--- src/hdl/crfa_pkg.sv ---
package crfa_pkg;

    localparam int unsigned TOL_BITS = 24;
    localparam logic [TOL_BITS-1:0] TOL_RESET = 24'd1000000;

    typedef enum logic [2:0] {
        ST_IDLE,
        ST_CHK,
        ST_TEST,
        ST_DIV,
        ST_UPD,
        ST_FIX,
        ST_MUL,
        ST_OUT
    } crfa_state_t;

endpackage

--- src/hdl/continued_fraction_rational_approx_top.sv ---
// Rational approximation of an unsigned fixed-point value (INT_BITS.FRAC_BITS)
// by continued-fraction expansion.
// Input stream s_*: one request per value. Output stream m_*: one result per
// request, giving whole part, rounded numerator and convergent denominator.
// cfg_wr_en/cfg_wr_data write the tolerance reciprocal; write only while idle.
// Datapath: one restoring divider, one quotient bit per cycle. It
// alternates between s div tolerance (stop test) and s div r (next term).
// The convergent update term*d1 is accumulated from the quotient bits as
// they appear. The final product of the fractional part of the value and d1
// runs on a shift-add multiplier, one bit of d1 per cycle.
// s_tready is high only between requests; one request is in work at a time,
// so a new request waits until the last result is loaded for output.
// A finished result waits in the output register while m_tready is low; a new
// request is still accepted then, and its result waits until that register
// is free. Reset clears the valid flag, returns to idle and sets the
// tolerance reciprocal to 1000000.
module continued_fraction_rational_approx_top #(
    parameter int unsigned FRAC_BITS = 24,
    parameter int unsigned INT_BITS  = 8,
    localparam int unsigned VB       = INT_BITS + FRAC_BITS,
    localparam int unsigned DEN_BITS = FRAC_BITS + 1,
    localparam int unsigned IN_TW    = ((VB + 7) / 8) * 8,
    localparam int unsigned OUT_TW   = ((INT_BITS + 2 * DEN_BITS + 7) / 8) * 8
) (
    input  logic                           aclk,
    input  logic                           aresetn,
    input  logic                           s_tvalid,
    output logic                           s_tready,
    input  logic [IN_TW-1:0]               s_tdata,    // value
    output logic                           m_tvalid,
    input  logic                           m_tready,
    output logic [OUT_TW-1:0]              m_tdata,    // whole_part, numerator, denominator
    input  logic                           cfg_wr_en,
    input  logic [crfa_pkg::TOL_BITS-1:0]  cfg_wr_data
);
    import crfa_pkg::*;

    localparam int unsigned DW = (VB > TOL_BITS) ? VB : TOL_BITS;
    localparam int unsigned CW = $clog2(VB);
    localparam int unsigned PW = 2 * DEN_BITS;

    crfa_state_t           state_reg, state_next;
    logic [CW-1:0]         cnt_reg, cnt_next;
    logic [TOL_BITS-1:0]   tol_reg, tol_next;
    logic                  m_valid_reg, m_valid_next;

    logic [VB-1:0]         s_reg, s_next;
    logic [VB-1:0]         r_reg, r_next;
    logic [VB-1:0]         v_reg, v_next;
    logic [DEN_BITS-1:0]   d1_reg, d1_next;
    logic [DEN_BITS-1:0]   d2_reg, d2_next;
    logic [VB-1:0]         dvd_reg, dvd_next;
    logic [DW-1:0]         dsr_reg, dsr_next;
    logic [DW-1:0]         rem_reg, rem_next;
    logic [DEN_BITS-1:0]   acc_reg, acc_next;
    logic [DEN_BITS-1:0]   mcand_reg, mcand_next;
    logic [PW-1:0]         prod_reg, prod_next;
    logic [INT_BITS-1:0]   whole_reg, whole_next;
    logic [DEN_BITS-1:0]   num_reg, num_next;
    logic [DEN_BITS-1:0]   den_reg, den_next;

    logic [DW:0]           trial;
    logic [DW:0]           diff;
    logic                  qbit;
    logic [DW-1:0]         rem_step;
    logic [VB-1:0]         vm1;
    logic [DEN_BITS-1:0]   d1_fix;
    logic [PW-1:0]         rnd;
    logic                  out_load;

    // shared divider step
    always_comb begin
        trial    = {rem_reg, dvd_reg[VB-1]};
        diff     = trial - {1'b0, dsr_reg};
        qbit     = ~diff[DW];
        rem_step = qbit ? diff[DW-1:0] : trial[DW-1:0];
    end

    assign vm1    = v_reg - VB'(1);
    assign d1_fix = (d1_reg == '0) ? DEN_BITS'(1) : d1_reg;
    assign rnd    = prod_reg + (PW'(1) << (FRAC_BITS - 1));

    assign s_tready = (state_reg == ST_IDLE);
    assign m_tvalid = m_valid_reg;
    assign m_tdata  = OUT_TW'({den_reg, num_reg, whole_reg});

    always_comb begin
        state_next   = state_reg;
        cnt_next     = cnt_reg;
        tol_next     = cfg_wr_en ? cfg_wr_data : tol_reg;
        m_valid_next = m_valid_reg;
        s_next       = s_reg;
        r_next       = r_reg;
        v_next       = v_reg;
        d1_next      = d1_reg;
        d2_next      = d2_reg;
        dvd_next     = dvd_reg;
        dsr_next     = dsr_reg;
        rem_next     = rem_reg;
        acc_next     = acc_reg;
        mcand_next   = mcand_reg;
        prod_next    = prod_reg;
        whole_next   = whole_reg;
        num_next     = num_reg;
        den_next     = den_reg;
        out_load     = 1'b0;

        if (m_valid_reg && m_tready) begin
            m_valid_next = 1'b0;
        end

        unique case (state_reg)
            ST_IDLE: begin
                if (s_tvalid) begin
                    s_next   = VB'(1) << FRAC_BITS;
                    r_next   = s_tdata[VB-1:0];
                    v_next   = s_tdata[VB-1:0];
                    d1_next  = DEN_BITS'(1);
                    d2_next  = '0;
                    dvd_next = VB'(1) << FRAC_BITS;
                    dsr_next = DW'(tol_reg);
                    rem_next = '0;
                    cnt_next = CW'(VB - 1);
                    state_next = (tol_reg == '0) ? ST_FIX : ST_CHK;
                end
            end
            ST_CHK: begin
                rem_next = rem_step;
                dvd_next = {dvd_reg[VB-2:0], qbit};
                cnt_next = cnt_reg - CW'(1);
                if (cnt_reg == '0) begin
                    state_next = ST_TEST;
                end
            end
            ST_TEST: begin
                // dvd_reg holds floor(s / tolerance)
                if (r_reg > dvd_reg) begin
                    dvd_next   = s_reg;
                    dsr_next   = DW'(r_reg);
                    rem_next   = '0;
                    acc_next   = '0;
                    cnt_next   = CW'(VB - 1);
                    state_next = ST_DIV;
                end else begin
                    state_next = ST_FIX;
                end
            end
            ST_DIV: begin
                rem_next = rem_step;
                dvd_next = {dvd_reg[VB-2:0], qbit};
                acc_next = {acc_reg[DEN_BITS-2:0], 1'b0} + (qbit ? d1_reg : '0);
                cnt_next = cnt_reg - CW'(1);
                if (cnt_reg == '0) begin
                    state_next = ST_UPD;
                end
            end
            ST_UPD: begin
                s_next     = r_reg;
                r_next     = rem_reg[VB-1:0];
                d2_next    = d1_reg;
                d1_next    = acc_reg + d2_reg;
                dvd_next   = r_reg;
                dsr_next   = DW'(tol_reg);
                rem_next   = '0;
                cnt_next   = CW'(VB - 1);
                state_next = ST_CHK;
            end
            ST_FIX: begin
                d1_next    = d1_fix;
                mcand_next = (v_reg == '0) ? '0
                           : DEN_BITS'(vm1[FRAC_BITS-1:0]) + DEN_BITS'(1);
                dvd_next   = VB'(d1_fix) << (VB - DEN_BITS);
                prod_next  = '0;
                cnt_next   = CW'(DEN_BITS - 1);
                state_next = ST_MUL;
            end
            ST_MUL: begin
                prod_next = {prod_reg[PW-2:0], 1'b0} + (dvd_reg[VB-1] ? PW'(mcand_reg) : '0);
                dvd_next  = {dvd_reg[VB-2:0], 1'b0};
                cnt_next  = cnt_reg - CW'(1);
                if (cnt_reg == '0) begin
                    state_next = ST_OUT;
                end
            end
            ST_OUT: begin
                if (!m_valid_reg || m_tready) begin
                    out_load     = 1'b1;
                    m_valid_next = 1'b1;
                    whole_next   = (v_reg == '0) ? '0 : vm1[VB-1:FRAC_BITS];
                    num_next     = rnd[FRAC_BITS +: DEN_BITS];
                    den_next     = d1_reg;
                    state_next   = ST_IDLE;
                end
            end
            default: begin
                state_next = ST_IDLE;
            end
        endcase
    end

    always_ff @(posedge aclk) begin
        if (!aresetn) begin
            state_reg   <= ST_IDLE;
            cnt_reg     <= '0;
            tol_reg     <= TOL_RESET;
            m_valid_reg <= 1'b0;
        end else begin
            state_reg   <= state_next;
            cnt_reg     <= cnt_next;
            tol_reg     <= tol_next;
            m_valid_reg <= m_valid_next;
        end
    end

    always_ff @(posedge aclk) begin
        s_reg     <= s_next;
        r_reg     <= r_next;
        v_reg     <= v_next;
        d1_reg    <= d1_next;
        d2_reg    <= d2_next;
        dvd_reg   <= dvd_next;
        dsr_reg   <= dsr_next;
        rem_reg   <= rem_next;
        acc_reg   <= acc_next;
        mcand_reg <= mcand_next;
        prod_reg  <= prod_next;
        whole_reg <= whole_next;
        num_reg   <= num_next;
        den_reg   <= den_next;
    end

`ifndef SYNTHESIS
    a_accept_leaves_idle: assert property (@(posedge aclk) disable iff (!aresetn)
        (s_tvalid && s_tready) |=> (state_reg != ST_IDLE))
        else $error("accepted request did not start work");

    a_rem_below_divisor: assert property (@(posedge aclk) disable iff (!aresetn)
        (state_reg == ST_CHK || state_reg == ST_DIV) |-> (rem_reg < dsr_reg))
        else $error("divider remainder not below divisor");

    a_den_nonzero: assert property (@(posedge aclk) disable iff (!aresetn)
        out_load |=> (den_reg != '0))
        else $error("zero denominator delivered");

    a_no_overwrite: assert property (@(posedge aclk) disable iff (!aresetn)
        (m_valid_reg && !m_tready) |-> !out_load)
        else $error("pending result overwritten");
`endif

endmodule
--- config.mk ---
export PLATFORM = sky130hd
export DESIGN_NAME = continued_fraction_rational_approx_top
export DESIGN_NICKNAME = d
export VERILOG_FILES = /design/src/hdl/crfa_pkg.sv /design/src/hdl/continued_fraction_rational_approx_top.sv
export SDC_FILE = /design/constraint.sdc
export NUM_CORES = 1
export LEC_CHECK = 0
export BUFFER_PORTS_ARGS = -buffer_cell sky130_fd_sc_hd__buf_4
export CORE_MARGIN = 4
export CORE_UTILIZATION = 50
export DETAILED_ROUTE_END_ITERATION = 12
export GPL_ROUTABILITY_DRIVEN = 0
export GPL_TIMING_DRIVEN = 0
export PLACE_DENSITY = 0.71
export REMOVE_ABC_BUFFERS = 1
export SETUP_SLACK_MARGIN = 0.4
export SLEW_MARGIN = 40
export SYNTH_ARGS = -nofsm -noshare
export SYNTH_HDL_FRONTEND = slang
export SYNTH_SLANG_ARGS = --single-unit
--- constraint.sdc ---
create_clock -name aclk -period 6.5 [get_ports aclk]
set_input_delay 0 -clock aclk [delete_from_list [all_inputs] [get_ports aclk]]
set_output_delay 0 -clock aclk [all_outputs]
set_load 0.02 [all_outputs]
==> impl_results.md <==
- DR pass1 iterations: 6
- Initial antenna violation count: 0
- Crit. End Element: register
- Reg2reg path depth: 26
- Main flop type after synthesis: edfxtp_1
- Core Box Area: 0.04895 mm2
- Fin crit share: 0.9142
- Area Growth Syn to Fin: 19.72%
- Max_slew headroom: 0.4470
- Minimum clock period: 5.942 ns
- Data required, critical path: 6.82 ns
- Share of layout cells above drive strength 1: 0.1377
- Clock Skews: ~0.030 ns
- R2R setup slack: ~0.56 ns
- Global-route wire length before repair: 102.3 mm
- Area leader, netlist: edfxtp_1
- CTS tree: built
- Placed cell areas: 0.02681 mm2
- Clock latency on the worst-skew pair: 0.61 ns
- RSZ-0062 raised after global routing: no
- Area contributors post-synth: edfxtp_1 48%, ha_1 7.0%, nand2_1 3.5%
- Hold WC Path Type: primary input to register
- GRT overflow: 0
- Max reg flops: 49
- Die W: 230.7 um
- Syn avg cell area: approximately 11 um2
- Worst setup startpoint: dvd_reg[31]$_DFFE_PP_
- Sequential area share after synthesis: 0.5100
- EDFF count, synth: 399
- Vias in the first global route: 19150
- Reg-to-reg startpoint: dvd_reg[31]$_DFFE_PP_
- Max Fanout on Critical Path: 11
- Vias: 19260
- Max-slew violation count: 0
- Asr flop ratio synth: 0
- Maximum VDD drop: 0.2469 mV
- Cell leakage power: 11.74 nW
- Routed WL: 64.43 mm
- Final Net Count: 2771
- CP arrival: 6.26 ns
- Setup violations, final: 0
- Util after Layout: 0.6063
- Post-synth cell types: 78
- ANT cells: 0
- #FFs+latches synth: 432
- Average wire per cell in the routed design: 19.69 um
- Most instantiated library cell after synthesis: edfxtp_1
- Rows: around 80
- Fin. Hold Viols: 0
- Largest net degree at the start of global routing: 46
- Worst slew pin tran: 0.8208 ns
- PwrDens: about 350 mW/mm2
- Starting density of the core: 0.5064
- Yosys top cell area share: 0.4833
- CTS sink cnt: 432
- WS Path Type: register to register
- Max cap viols: 0
- Clock transition at path regs: 0.06 ns
- Remaining DRCs: 0
- Max clock buf depth: 3
- Startpoint Class: register
- DRT antenna net count: 0
- Synth Cell Area: 0.02479 mm2
- H-tree levels: 2
- Outcome: finished clean
- Port bufs: 120
- GRT Total Usage: 0.2370
- FF-to-FF End: acc_reg[21]$_SDFFCE_PN0P_
- Root Driver: clkbuf_16
- DP HPWL: about 45 mm
- Worst setup endpoint: acc_reg[21]$_SDFFCE_PN0P_
- Ports: roughly 130
- Die area: 0.05321 mm2
- Vias per inst: 5.886
- Top cells by count, synth: 399 x edfxtp_1, 230 x nand2_1, 193 x nor2_1
- Cells after Synth: approximately 2300
- Peak Freq: ~170 MHz
- Fin area: 0.02968 mm2
- Die Height: 230.7 um
- Total CTS buffers: 49
- Iter 0 DRT Violations: 1816
- Synthesis Warnings: 0
-- critical path, cell delays in order (launching register included) --
cell,delay [ns]
edfxtp_1,0.50
inv_2,0.13
ha_4,0.15
fa_2,0.21
nand2b_4,0.14
a211oi_4,0.08
o311ai_4,0.33
a211oi_2,0.11
buf_4,0.17
or4_4,0.45
a2111oi_4,0.41
nor3_2,0.08
buf_4,0.16
buf_4,0.17
buf_6,0.15
and2_1,0.19
ha_4,0.18
fa_2,0.37
a21o_1,0.21
a21o_1,0.21
a211oi_4,0.31
o2111ai_2,0.17
nand4_1,0.20
a31oi_2,0.14
a21oi_2,0.20
xor2_1,0.15
nor2_1,0.05
-- layer usage --
metal | up-vias | share of wire | GRT usage
met1 | 9349 | 0.43 | 0.3188
li1 | 9133 | - | -
met3 | 125 | 0.061 | 0.03430
met5 | - | 0 | 0
met4 | 0 | 0.033 | 0.07724
met2 | 651 | 0.48 | 0.3980
-- through the flow --
stage                     std cells  setup slack [ns]  TNS [ns]  hold WS [ns]  power (mW)
after detailed placement       3077            -1.261    -9.982        0.1916       7.106
after global routing           3272            0.3481         0        0.1388       10.81
after floorplan                2246            -2.631    -80.51       0.06194       6.207
after CTS                      3267            0.4293         0        0.1221       10.15
final                          3272            0.5576         0        0.1432       10.26
after global placement         3030            -6.977   -700.34        0.1915       6.406
-- logic make-up (layout without fill, tap and decap cells) --
family,count (synthesis),after routing,share of synthesized area
XOR/XNOR,131,131,0.04628
adder cells (fa/ha/maj),143,143,0.07339
flip-flops,432,432,0.5100
buffers and inverters,210,470,0.03321
multiplexers,87,87,0.03644
AND/OR/NAND/NOR,825,825,0.1649
AO/OA/AOI/OAI,514,514,0.1357
other,1,6,0.0001513
-- layout make-up --
cell class	instances	area [um2]
clock inverters	30	297.8
flip-flops and latches	432	12650
fillers	3867	19270
clock buffers	62	1348
repair buffers	270	2454
multi-input cells	1706	11690
well taps	664	830.8
inverters	108	412.9
-- where the power goes --
part / leakage (nW) / total [mW] / switching, mW / internal [mW]
logic: 6.84 / 3.63 / 2.06 / 1.57
registers: 4.09 / 3.78 / 0.289 / 3.49
clock network: 0.812 / 2.84 / 1.17 / 1.67
-- timing repair --
| item | CTS | global route |
|---|---|---|
| buffers inserted | 7 | 5 |
| hold buffers | 91 | 0 |
| gates resized for setup | 28 | 11 |
| hold endpoints to repair | 95 | 0 |
| pin swaps | 15 | 18 |
| setup endpoints to repair | 20 | 8 |
-- how the worst min path moves through the flow --
stage	start	endpoint	slack, ns	depth (start not counted)
CTS	s_tdata[25]	v_reg[25]$_DFFE_PP_	0.12	2
global placement	s_tdata[9]	v_reg[9]$_DFFE_PP_	0.19	1
detailed placement	s_tdata[1]	v_reg[1]$_DFFE_PP_	0.19	1
floorplan	aresetn	tol_reg[14]$_SDFFE_PN1P_	0.06	1
finish	s_tdata[25]	v_reg[25]$_DFFE_PP_	0.14	2
global route	s_tdata[22]	v_reg[22]$_DFFE_PP_	0.14	2
-- placed cells by master (no fill, tap or decap), drive strengths merged, types with 13 or more instances in the layout --
master       instances
o21ai              119
buf                179
dfxtp               33
a31oi               23
nor4                28
xnor2               75
and2                65
and3                69
nand2              232
dlygate4sd3         91
a21o                70
a221oi              24
mux2i               61
o21bai              13
edfxtp             399
o21a                19
a211oi              22
or4                 19
nor3                52
ha                 139
o31ai               19
nand2b              37
clkbuf              62
or3                 26
nor2               194
mux2                26
a21oi              122
nor2b               15
nand4               28
nand3               38
inv                110
clkinv              23
xor2                56
(Power assumes the default switching activity.)
